==> config.mk <==
export PLATFORM = sky130hd
export DESIGN_NAME = sha256_stream_hasher_top
export DESIGN_NICKNAME = d
export VERILOG_FILES = /design/src/rtl/shs_pkg.sv /design/src/rtl/shs_window.sv /design/src/rtl/shs_round.sv /design/src/rtl/sha256_stream_hasher_top.sv
export VERILOG_INCLUDE_DIRS = /design/src /design/src/rtl
export SDC_FILE = /design/constraint.sdc
export NUM_CORES = 2
export LEC_CHECK = 0
export ABC_CLOCK_PERIOD_IN_PS = 16700
export BUFFER_PORTS_ARGS = -buffer_cell sky130_fd_sc_hd__buf_2
export CORE_MARGIN = 8
export CORE_UTILIZATION = 45
export CTS_BUF_LIST = sky130_fd_sc_hd__clkbuf_8
export DETAILED_ROUTE_END_ITERATION = 16
export GPL_TIMING_DRIVEN = 0
export PLACE_DENSITY = 0.71
export SYNTH_ARGS = -nofsm -noshare
export SYNTH_HDL_FRONTEND = slang
export SYNTH_SLANG_ARGS = --single-unit
==> constraint.sdc <==
create_clock -name clk -period 16.7 [get_ports clk]
set_input_delay 3.34 -clock clk [delete_from_list [all_inputs] [get_ports clk]]
set_output_delay 3.34 -clock clk [all_outputs]
set_load 0.01 [all_outputs]
==> src/rtl/sha256_stream_hasher_top_defines.svh <==
// Assertion macros shared by the SHA-256 stream hasher RTL.
`ifndef SHA256_STREAM_HASHER_TOP_DEFINES_SVH
`define SHA256_STREAM_HASHER_TOP_DEFINES_SVH
`ifndef ASSERT_OFF
`define SHS_ASSERT(lbl, prop, msg) \
	lbl: assert property (@(posedge clk) disable iff (!arst_n) prop) else $error(msg);
`define SHS_ASSERT_NEVER(lbl, cond, msg) \
	lbl: assert property (@(posedge clk) disable iff (!arst_n) !(cond)) else $error(msg);
`else
`define SHS_ASSERT(lbl, prop, msg)
`define SHS_ASSERT_NEVER(lbl, cond, msg)
`endif
`endif

==> src/rtl/shs_pkg.sv <==
// Shared types, constants and functions of the SHA-256 stream hasher.
`default_nettype none
package shs_pkg;

	// Control of the block window
	typedef struct packed {
		logic shift_byte;
		logic shift_word;
	} win_ctl_t;

	// Control of the round core
	typedef struct packed {
		logic init_iv;
		logic start;
		logic step;
		logic add;
	} rnd_ctl_t;

	localparam logic [5:0] LAST_POS = 6'd63;
	localparam logic [5:0] LEN_POS = 6'd56;
	localparam logic [5:0] LAST_RND = 6'd63;
	localparam logic [2:0] LAST_IDX = 3'd7;
	localparam logic [7:0] PAD_MARK = 8'h80;
	localparam logic [63:0] BITS_PER_BYTE = 64'd8;

	localparam logic [31:0] IV_TAB [8] = '{
		32'h6A09E667, 32'hBB67AE85, 32'h3C6EF372, 32'hA54FF53A,
		32'h510E527F, 32'h9B05688C, 32'h1F83D9AB, 32'h5BE0CD19
	};

	localparam logic [31:0] K_TAB [64] = '{
		32'h428A2F98, 32'h71374491, 32'hB5C0FBCF, 32'hE9B5DBA5,
		32'h3956C25B, 32'h59F111F1, 32'h923F82A4, 32'hAB1C5ED5,
		32'hD807AA98, 32'h12835B01, 32'h243185BE, 32'h550C7DC3,
		32'h72BE5D74, 32'h80DEB1FE, 32'h9BDC06A7, 32'hC19BF174,
		32'hE49B69C1, 32'hEFBE4786, 32'h0FC19DC6, 32'h240CA1CC,
		32'h2DE92C6F, 32'h4A7484AA, 32'h5CB0A9DC, 32'h76F988DA,
		32'h983E5152, 32'hA831C66D, 32'hB00327C8, 32'hBF597FC7,
		32'hC6E00BF3, 32'hD5A79147, 32'h06CA6351, 32'h14292967,
		32'h27B70A85, 32'h2E1B2138, 32'h4D2C6DFC, 32'h53380D13,
		32'h650A7354, 32'h766A0ABB, 32'h81C2C92E, 32'h92722C85,
		32'hA2BFE8A1, 32'hA81A664B, 32'hC24B8B70, 32'hC76C51A3,
		32'hD192E819, 32'hD6990624, 32'hF40E3585, 32'h106AA070,
		32'h19A4C116, 32'h1E376C08, 32'h2748774C, 32'h34B0BCB5,
		32'h391C0CB3, 32'h4ED8AA4A, 32'h5B9CCA4F, 32'h682E6FF3,
		32'h748F82EE, 32'h78A5636F, 32'h84C87814, 32'h8CC70208,
		32'h90BEFFFA, 32'hA4506CEB, 32'hBEF9A3F7, 32'hC67178F2
	};

	// Schedule sigma functions
	function automatic logic [31:0] sig0(input logic [31:0] x);
		return {x[6:0], x[31:7]} ^ {x[17:0], x[31:18]} ^ {3'b000, x[31:3]};
	endfunction

	function automatic logic [31:0] sig1(input logic [31:0] x);
		return {x[16:0], x[31:17]} ^ {x[18:0], x[31:19]} ^ {10'd0, x[31:10]};
	endfunction

	// Round sigma functions
	function automatic logic [31:0] big0(input logic [31:0] x);
		return {x[1:0], x[31:2]} ^ {x[12:0], x[31:13]} ^ {x[21:0], x[31:22]};
	endfunction

	function automatic logic [31:0] big1(input logic [31:0] x);
		return {x[5:0], x[31:6]} ^ {x[10:0], x[31:11]} ^ {x[24:0], x[31:25]};
	endfunction

endpackage
`default_nettype wire

==> src/rtl/shs_window.sv <==
// Block window: byte fill buffer that doubles as the 16-word message schedule.
`default_nettype none
module shs_window (
	input  wire logic              clk,
	input  wire shs_pkg::win_ctl_t ctl,
	input  wire logic [7:0]        byte_in,
	output logic [31:0]            w_cur
);

	// Oldest byte sits in the top bits; word j is bits 511-32j down
	logic [511:0] win_q;
	logic [31:0]  w_new;

	// Next schedule word from taps t-16, t-15, t-7, t-2
	always_comb begin
		w_new = shs_pkg::sig1(win_q[63:32]) + win_q[223:192]
			+ shs_pkg::sig0(win_q[479:448]) + win_q[511:480];
	end

	assign w_cur = win_q[511:480];

	// Shift in bytes while filling, words while compressing
	always_ff @(posedge clk) begin
		if (ctl.shift_byte) begin
			win_q <= {win_q[503:0], byte_in};
		end else if (ctl.shift_word) begin
			win_q <= {win_q[479:0], w_new};
		end
	end

endmodule
`default_nettype wire

==> src/rtl/shs_round.sv <==
// Round core: working variables, one compression round per cycle while stepping, hash words.
`default_nettype none
module shs_round (
	input  wire logic              clk,
	input  wire logic              arst_n,
	input  wire shs_pkg::rnd_ctl_t ctl,
	input  wire logic [5:0]        rnd,
	input  wire logic [31:0]       w_in,
	input  wire logic [2:0]        dig_idx,
	output logic [31:0]            digest_word
);

	logic [31:0] hash_q [8];
	logic [31:0] v_q [8];
	logic [31:0] t1;
	logic [31:0] t2;
	logic [31:0] ch;
	logic [31:0] maj;

	// Round function
	always_comb begin
		ch  = (v_q[4] & v_q[5]) ^ (~v_q[4] & v_q[6]);
		maj = (v_q[0] & v_q[1]) ^ (v_q[0] & v_q[2]) ^ (v_q[1] & v_q[2]);
		t1  = v_q[7] + shs_pkg::big1(v_q[4]) + ch + shs_pkg::K_TAB[rnd] + w_in;
		t2  = shs_pkg::big0(v_q[0]) + maj;
	end

	// Load from hash words, then step the rounds
	always_ff @(posedge clk) begin
		if (ctl.start) begin
			for (int i = 0; i < 8; i++) begin
				v_q[i] <= hash_q[i];
			end
		end else if (ctl.step) begin
			v_q[7] <= v_q[6];
			v_q[6] <= v_q[5];
			v_q[5] <= v_q[4];
			v_q[4] <= v_q[3] + t1;
			v_q[3] <= v_q[2];
			v_q[2] <= v_q[1];
			v_q[1] <= v_q[0];
			v_q[0] <= t1 + t2;
		end
	end

	// Fold the block result into the hash words, or restart from the IV
	always_ff @(posedge clk or negedge arst_n) begin
		if (!arst_n) begin
			for (int i = 0; i < 8; i++) begin
				hash_q[i] <= shs_pkg::IV_TAB[i];
			end
		end else if (ctl.init_iv) begin
			for (int i = 0; i < 8; i++) begin
				hash_q[i] <= shs_pkg::IV_TAB[i];
			end
		end else if (ctl.add) begin
			for (int i = 0; i < 8; i++) begin
				hash_q[i] <= hash_q[i] + v_q[i];
			end
		end
	end

	assign digest_word = hash_q[dig_idx];

endmodule
`default_nettype wire

==> src/rtl/sha256_stream_hasher_top.sv <==
// Top level of the SHA-256 stream hasher: sequencer, bit counter and result port.
//
//  channel  | signals                                      | moves
//  ---------+----------------------------------------------+------------------------
//  item     | item_valid, item_ready, command, data_byte   | one byte or a finish
//  result   | result_valid, result_ready, word_index,      | one digest word
//           | digest_word, last_word                       |
//
// A data byte is taken while idle; the 64th byte of a block starts a compression
// (64 rounds of the shared round core, then a fold into the hash words).
// A finish shifts in one padding byte per cycle up to the end of the block,
// runs one or two compressions, then offers eight words, one per cycle at best.
// item_ready is high only while no block, padding or digest is in progress.
// Reset loads the initial hash words and clears the fill and bit counts.
// The result port holds its word while result_ready is low.
`default_nettype none
`include "sha256_stream_hasher_top_defines.svh"
module sha256_stream_hasher_top (
	input  wire logic        clk,
	input  wire logic        arst_n,
	input  wire logic        item_valid,
	output logic             item_ready,
	input  wire logic        command,
	input  wire logic [7:0]  data_byte,
	output logic             result_valid,
	input  wire logic        result_ready,
	output logic [2:0]       word_index,
	output logic [31:0]      digest_word,
	output logic             last_word
);

	localparam logic [2:0] S_IDLE = 3'd0;
	localparam logic [2:0] S_COMP = 3'd1;
	localparam logic [2:0] S_ADD  = 3'd2;
	localparam logic [2:0] S_PAD  = 3'd3;
	localparam logic [2:0] S_EMIT = 3'd4;

	logic [2:0]  state_q;
	logic [5:0]  fill_q;
	logic [63:0] bits_q;
	logic [5:0]  rnd_q;
	logic        fin_q;
	logic        extra_q;
	logic        last_q;
	logic [2:0]  oidx_q;
	logic        ovalid_q;

	logic        acc_in;
	logic        acc_out;
	logic        shift_byte;
	logic        blk_full;
	logic [7:0]  byte_in;
	logic [7:0]  pad_byte;
	logic [63:0] len_sh;
	logic [31:0] w_cur;

	shs_pkg::win_ctl_t win_ctl;
	shs_pkg::rnd_ctl_t rnd_ctl;

	assign item_ready = (state_q == S_IDLE);
	assign acc_in     = item_valid & item_ready;
	assign acc_out    = ovalid_q & result_ready;

	// Pick the padding byte: zeros, or the big-endian bit count in the length block
	always_comb begin
		len_sh = bits_q >> {shs_pkg::LAST_IDX - fill_q[2:0], 3'b000};
		if (!extra_q && (fill_q >= shs_pkg::LEN_POS)) begin
			pad_byte = len_sh[7:0];
		end else begin
			pad_byte = 8'h00;
		end
	end

	// Drive the window and the round core
	always_comb begin
		shift_byte = acc_in | (state_q == S_PAD);
		blk_full   = shift_byte && (fill_q == shs_pkg::LAST_POS);
		if (acc_in) begin
			byte_in = command ? shs_pkg::PAD_MARK : data_byte;
		end else begin
			byte_in = pad_byte;
		end
		win_ctl.shift_byte = shift_byte;
		win_ctl.shift_word = (state_q == S_COMP);
		rnd_ctl.init_iv    = acc_out && (oidx_q == shs_pkg::LAST_IDX);
		rnd_ctl.start      = blk_full;
		rnd_ctl.step       = (state_q == S_COMP);
		rnd_ctl.add        = (state_q == S_ADD);
	end

	shs_window u_window (
		.clk     (clk),
		.ctl     (win_ctl),
		.byte_in (byte_in),
		.w_cur   (w_cur)
	);

	shs_round u_round (
		.clk         (clk),
		.arst_n      (arst_n),
		.ctl         (rnd_ctl),
		.rnd         (rnd_q),
		.w_in        (w_cur),
		.dig_idx     (oidx_q),
		.digest_word (digest_word)
	);

	// Sequencer
	always_ff @(posedge clk or negedge arst_n) begin
		if (!arst_n) begin
			state_q  <= S_IDLE;
			fill_q   <= 6'd0;
			bits_q   <= 64'd0;
			rnd_q    <= 6'd0;
			fin_q    <= 1'b0;
			extra_q  <= 1'b0;
			last_q   <= 1'b0;
			oidx_q   <= 3'd0;
			ovalid_q <= 1'b0;
		end else begin
			// Advance the fill count on every byte into the window
			if (shift_byte) begin
				fill_q <= fill_q + 6'd1;
			end
			// Mark whether the finished block carries the bit count
			if (blk_full) begin
				if (state_q == S_PAD) begin
					last_q  <= ~extra_q;
					extra_q <= 1'b0;
				end else begin
					last_q <= 1'b0;
				end
			end
			case (state_q)
				S_IDLE: begin
					if (acc_in) begin
						if (!command) begin
							bits_q <= bits_q + shs_pkg::BITS_PER_BYTE;
						end else begin
							fin_q   <= 1'b1;
							extra_q <= (fill_q >= shs_pkg::LEN_POS)
								&& (fill_q != shs_pkg::LAST_POS);
						end
						if (blk_full) begin
							state_q <= S_COMP;
						end else if (command) begin
							state_q <= S_PAD;
						end
					end
				end
				S_COMP: begin
					rnd_q <= rnd_q + 6'd1;
					if (rnd_q == shs_pkg::LAST_RND) begin
						state_q <= S_ADD;
					end
				end
				S_ADD: begin
					if (!fin_q) begin
						state_q <= S_IDLE;
					end else if (last_q) begin
						state_q  <= S_EMIT;
						ovalid_q <= 1'b1;
						oidx_q   <= 3'd0;
					end else begin
						state_q <= S_PAD;
					end
				end
				S_PAD: begin
					if (blk_full) begin
						state_q <= S_COMP;
					end
				end
				S_EMIT: begin
					// Drop the run after the last word is taken
					if (acc_out) begin
						if (oidx_q == shs_pkg::LAST_IDX) begin
							ovalid_q <= 1'b0;
							fin_q    <= 1'b0;
							last_q   <= 1'b0;
							bits_q   <= 64'd0;
							state_q  <= S_IDLE;
						end else begin
							oidx_q <= oidx_q + 3'd1;
						end
					end
				end
				default: begin
					state_q <= S_IDLE;
				end
			endcase
		end
	end

	assign result_valid = ovalid_q;
	assign word_index   = oidx_q;
	assign last_word    = (oidx_q == shs_pkg::LAST_IDX);

	`SHS_ASSERT_NEVER(a_ready_no_result, item_ready && result_valid, "ready while emitting")
	`SHS_ASSERT(a_start_rnd0, rnd_ctl.start |=> (state_q == S_COMP) && (rnd_q == 6'd0), "bad start")
	`SHS_ASSERT(a_rounds_end, (state_q == S_COMP) && (rnd_q == shs_pkg::LAST_RND) |=> rnd_ctl.add, "no fold")
	`SHS_ASSERT(a_last_idle, acc_out && last_word |=> item_ready && (fill_q == 6'd0), "no restart")

endmodule
`default_nettype wire
==> results.rst <==
.. list-table::
   :header-rows: 1

   * - Metric
     - Value
   * - Post_cts resized
     - 0
   * - Latest clock arrival within the worst-skew pair
     - 1000 ps
   * - Overflow left after global routing
     - 0
   * - CTS Hold Buffers Added
     - 0
   * - Number of cells on the worst hold path
     - 1
   * - Simple logic cell fraction of the synthesized area
     - 0.187
   * - Post-Route Utilization
     - 0.496
   * - Maximum buffer depth of the clock tree
     - 3
   * - Gate family responsible for the most delay along the worst path
     - compound AO/OA/AOI/OAI gates
   * - Element type at the critical path start
     - flop
   * - Number of global-route vias before repair
     - approximately 64,000
   * - Total number of yosys warnings
     - 0
   * - Synthesized area divided by synthesized cell count
     - between 9 and 10 um2
   * - Number of endpoints with negative hold slack in the final report
     - 0
   * - Chip height
     - approximately 430 um
   * - Crit share post-route
     - 0.822
   * - Worst hold start
     - fill_q[5]$_DFFE_PN0N_
   * - Wire length of the first global-routing pass
     - ~430,000 um
   * - Hold Crit Class
     - reg -> reg
   * - Starting utilization of the core area
     - 0.452
   * - Total wire length after detailed routing
     - between 300,000 and 400,000 um
   * - Adder-cell area share of the yosys netlist
     - 0.119
   * - Worst reg2reg path endpoint
     - u_round.v_q[0][31]$_DFFE_PP_
   * - DR vias
     - 67,000
   * - Hpwl dp
     - roughly 230,000 um
   * - Crit path time final
     - 13,730 ps
   * - Endpoint class of the critical path
     - flop
   * - Num ports
     - 51
   * - CTS sink count
     - between 1,000 and 1,500
   * - Slew margin rel.
     - -0.0455
   * - Main area contributors after synthesis
     - sky130_fd_sc_hd__edfxtp_1 30%, sky130_fd_sc_hd__nand2_1 13%, sky130_fd_sc_hd__dfrtp_1 6.7%
   * - Total routing usage reported by global routing
     - 0.320
   * - Part of the Yosys area used for sequential elements
     - 0.416
   * - Post-synth top area cell
     - sky130_fd_sc_hd__edfxtp_1
   * - Share of the synthesized netlist area taken by xor and xnor gates
     - 0.0694
   * - Hold Path End
     - fill_q[5]$_DFFE_PN0N_
   * - Synthesized-area fraction occupied by ao, oa, aoi and oai cells
     - 0.135
   * - Required time of the critical path
     - between 15,000 and 20,000 ps
   * - Asr flop ratio synth
     - 0.306
   * - Number of post-CTS setup repair buffers
     - 0
   * - Area after DPL
     - 79,800 um2
   * - Result of the run
     - finished, violations left
   * - Startpoint of the worst-slack reg-to-reg timing path
     - rnd_q[1]$_DFFE_PN0P_
   * - Mapped Cells
     - 8,341
   * - Layout cell share with drive strength beyond 1
     - 0.0763
   * - Clk_skew
     - around 75 ps
   * - Post-route DRC
     - 0
   * - Most common cell type on the critical path
     - sky130_fd_sc_hd__o21ai_0
   * - Number of search-and-repair iterations in the first detailed-routing pass
     - 7
   * - Final #Nets
     - a little over 9,000
   * - LEAKAGE
     - 35.7 nW
   * - Slowest stage cell on the critical path
     - sky130_fd_sc_hd__nor3_1
   * - CP Data Arrival Time
     - 14,400 ps
   * - Multiplexer share of the synthesized area
     - 0.0364
   * - Most used flip-flop cell after synthesis
     - sky130_fd_sc_hd__edfxtp_1
   * - PwrDens
     - between 60 and 70 nW/um2
   * - Count of endpoints failing setup in the final report
     - 0
   * - Maximum ir drop on the vdd rail
     - slightly above 0.08 mV
   * - Final Instance Area
     - ~84,000 um2
   * - Core Rows
     - approximately 150
   * - Routed vias/inst
     - 6.10
   * - Average wire per standard cell
     - around 27 um
   * - Register-to-Register Setup Slack
     - just under 3000 ps
   * - Syn_nets
     - 8,946
   * - Crit Path Max Fanout
     - 15
   * - Yosys cell types
     - 99
   * - Number of buffers created by CTS
     - 190
   * - TritonCTS clock tree
     - built
   * - Worst stage delay on the critical path
     - 1010 ps
   * - Die area
     - ~180,000 um2
   * - Combined area of all synthesized cells
     - 76,300 um2
   * - CP bufs+invs
     - 6
   * - Htree depth
     - 4
   * - Antenna violations before repair
     - 15
   * - Iteration-0 DRC Markers
     - slightly above 9,000
   * - Final Max Tran Viols
     - 44
   * - Clock-pin transition on the worst setup and hold timing paths
     - ~60 ps
   * - Chip width
     - between 400 and 500 um
   * - Number of buffers inserted by port buffering
     - 50
   * - Pin count of the biggest net entering global routing
     - between 90 and 100
   * - Seq cells post-synth
     - 1,107
   * - Antenna Nets Post-Route
     - 0
   * - RSZ-0062 raised after global routing
     - no
   * - Slew of the pin with the lowest slew margin
     - ~1600 ps
   * - Area share of the largest cell type after synthesis
     - 0.302
   * - Number of maximum-capacitance constraint violations
     - 6
   * - Number of synthesized flops with an enable pin
     - 768
   * - Violated checks
     - max-capacitance violations, max-slew violations
   * - Cell count of the worst reg-to-reg path
     - 35
   * - Clock Root Buffer
     - sky130_fd_sc_hd__clkbuf_8
   * - Main combinational cell family by area after synthesis
     - simple AND/OR/NAND/NOR gates
   * - Achievable frequency
     - 72.9 MHz
   * - Global placer's final weighted congestion
     - roughly 1.1
   * - Core area
     - ~170,000 um2
   * - Synth-to-Final Area Change
     - 9.89%
   * - CP Class
     - reg -> reg
[where the power goes]
group	total, mW	internal, mW	switching (mW)
logic	0.0247	0.00355	0.0211
clock network	2.68	1.39	1.29
registers	2.91	2.91	0.000275
[layer usage]
metal	global-route usage	vias to the layer above	wire, um
met5	0	-	58
met2	0.487	3948	131000
met1	0.417	32800	116000
met4	0.186	8	20900
met3	0.0760	860	32100
li1	-	29400	-
[kinds of logic (layout without fill, tap and decap cells)]
family | Yosys count | after routing
AND/OR/NAND/NOR | 3461 | 3461
AO/OA/AOI/OAI | 1638 | 1638
flip-flops | 1107 | 1107
other | 0 | 11
buffers and inverters | 750 | 1172
XOR/XNOR | 603 | 603
multiplexers | 168 | 168
adder cells (fa/ha/maj) | 614 | 614
[Yosys cell counts (33+ instances only)]
| cell | n |
|---|---|
| sky130_fd_sc_hd__buf_1 | 33 |
| sky130_fd_sc_hd__and3_1 | 52 |
| sky130_fd_sc_hd__xnor2_1 | 400 |
| sky130_fd_sc_hd__nand3_1 | 124 |
| sky130_fd_sc_hd__a21o_1 | 154 |
| sky130_fd_sc_hd__nor2_1 | 332 |
| sky130_fd_sc_hd__fa_1 | 195 |
| sky130_fd_sc_hd__inv_1 | 282 |
| sky130_fd_sc_hd__o211ai_1 | 121 |
| sky130_fd_sc_hd__a21oi_1 | 503 |
| sky130_fd_sc_hd__dfstp_2 | 136 |
| sky130_fd_sc_hd__mux2_2 | 62 |
| sky130_fd_sc_hd__nor2b_1 | 48 |
| sky130_fd_sc_hd__a31oi_1 | 49 |
| sky130_fd_sc_hd__or3_1 | 55 |
| sky130_fd_sc_hd__edfxtp_1 | 768 |
| sky130_fd_sc_hd__xor2_1 | 202 |
| sky130_fd_sc_hd__o21a_1 | 61 |
| sky130_fd_sc_hd__nor3_1 | 87 |
| sky130_fd_sc_hd__o21ai_0 | 397 |
| sky130_fd_sc_hd__ha_1 | 397 |
| sky130_fd_sc_hd__o21bai_1 | 38 |
| sky130_fd_sc_hd__nand4_1 | 33 |
| sky130_fd_sc_hd__clkbuf_1 | 428 |
| sky130_fd_sc_hd__nand2b_1 | 60 |
| sky130_fd_sc_hd__mux4_2 | 81 |
| sky130_fd_sc_hd__a211oi_1 | 84 |
| sky130_fd_sc_hd__dfrtp_1 | 203 |
| sky130_fd_sc_hd__nand2_1 | 2558 |
[through the flow]
step / power [mW] / hold WS, ps / instances / worst slack (ps) / TNS [ps]
CTS: 5.63 / 482 / 11000 / 3420 / 0
global placement: 2.99 / 459 / 10600 / -5890 / -2965520
floorplan: 2.97 / 442 / 8341 / 490 / 0
global route: 5.74 / 497 / 11000 / 2560 / 0
detailed placement: 2.99 / 471 / 10600 / 3520 / 0
finish: 5.62 / 479 / 11000 / 2970 / 0
[cells in the final DEF (no fill, tap or decap), types with 18 or more instances in the layout]
| master | instances |
|---|---|
| sky130_fd_sc_hd__o21bai_1 | 38 |
| sky130_fd_sc_hd__and2_1 | 26 |
| sky130_fd_sc_hd__mux2i_1 | 25 |
| sky130_fd_sc_hd__dfrtp_1 | 203 |
| sky130_fd_sc_hd__clkinv_2 | 26 |
| sky130_fd_sc_hd__dfstp_2 | 136 |
| sky130_fd_sc_hd__nor3_1 | 86 |
| sky130_fd_sc_hd__a21oi_1 | 503 |
| sky130_fd_sc_hd__mux4_2 | 81 |
| sky130_fd_sc_hd__a21o_1 | 154 |
| sky130_fd_sc_hd__nor2b_1 | 48 |
| sky130_fd_sc_hd__o21a_1 | 61 |
| sky130_fd_sc_hd__xnor2_1 | 400 |
| sky130_fd_sc_hd__or3_1 | 55 |
| sky130_fd_sc_hd__a31oi_1 | 49 |
| sky130_fd_sc_hd__o211ai_1 | 121 |
| sky130_fd_sc_hd__clkinv_1 | 34 |
| sky130_fd_sc_hd__clkbuf_1 | 418 |
| sky130_fd_sc_hd__and3_1 | 52 |
| sky130_fd_sc_hd__inv_1 | 343 |
| sky130_fd_sc_hd__maj3_1 | 22 |
| sky130_fd_sc_hd__nand4_1 | 33 |
| sky130_fd_sc_hd__nand3_1 | 124 |
| sky130_fd_sc_hd__nand2_1 | 2556 |
| sky130_fd_sc_hd__buf_1 | 31 |
| sky130_fd_sc_hd__o31ai_1 | 32 |
| sky130_fd_sc_hd__fa_1 | 195 |
| sky130_fd_sc_hd__a311oi_1 | 18 |
| sky130_fd_sc_hd__buf_2 | 54 |
| sky130_fd_sc_hd__ha_1 | 397 |
| sky130_fd_sc_hd__mux2_2 | 62 |
| sky130_fd_sc_hd__o21ai_0 | 397 |
| sky130_fd_sc_hd__xor2_1 | 202 |
| sky130_fd_sc_hd__a211oi_1 | 84 |
| sky130_fd_sc_hd__nand2b_1 | 60 |
| sky130_fd_sc_hd__nor2_1 | 332 |
| sky130_fd_sc_hd__edfxtp_1 | 768 |
| sky130_fd_sc_hd__clkbuf_8 | 205 |
[area by class of cell]
class | instances | area, um2
Inverter | 284 | 1070
Multi-Input combinational cell | 6484 | 41700
Fill cell | 16100 | 85100
Timing Repair Buffer | 69 | 734
Clock buffer | 205 | 2820
Buffer | 466 | 1780
Sequential cell | 1107 | 31700
Tap cell | 2218 | 2780
Antenna cell | 11 | 27.5
Clock inverter | 148 | 1150
[state kept, by name (all words and copies together) (netlist names)]
register / count
u_round.hash_q: 256
extra_q: 1
last_q: 1
result_valid: 1
u_round.v_q: 256
u_window.win_q: 512
state_q: 3
rnd_q: 6
bits_q: 61
fin_q: 1
word_index: 3
fill_q: 6
[how the worst max path moves through the flow]
stage,startpoint,end,depth (start not counted)
6_report,rnd_q[1]$_DFFE_PN0P_,u_round.v_q[0][31]$_DFFE_PP_,35
5_1_grt,rnd_q[1]$_DFFE_PN0P_,u_round.v_q[0][31]$_DFFE_PP_,35
4_1_cts,rnd_q[1]$_DFFE_PN0P_,u_round.v_q[0][31]$_DFFE_PP_,35
3_5_place_dp,rnd_q[1]$_DFFE_PN0P_,u_round.v_q[0][31]$_DFFE_PP_,35
3_3_place_gp,state_q[1]$_DFFE_PN0P_,u_window.win_q[331]$_DFFE_PP_,6
2_1_floorplan,item_valid,u_window.win_q[0]$_DFFE_PP_,6
(Power assumes the default switching activity.)
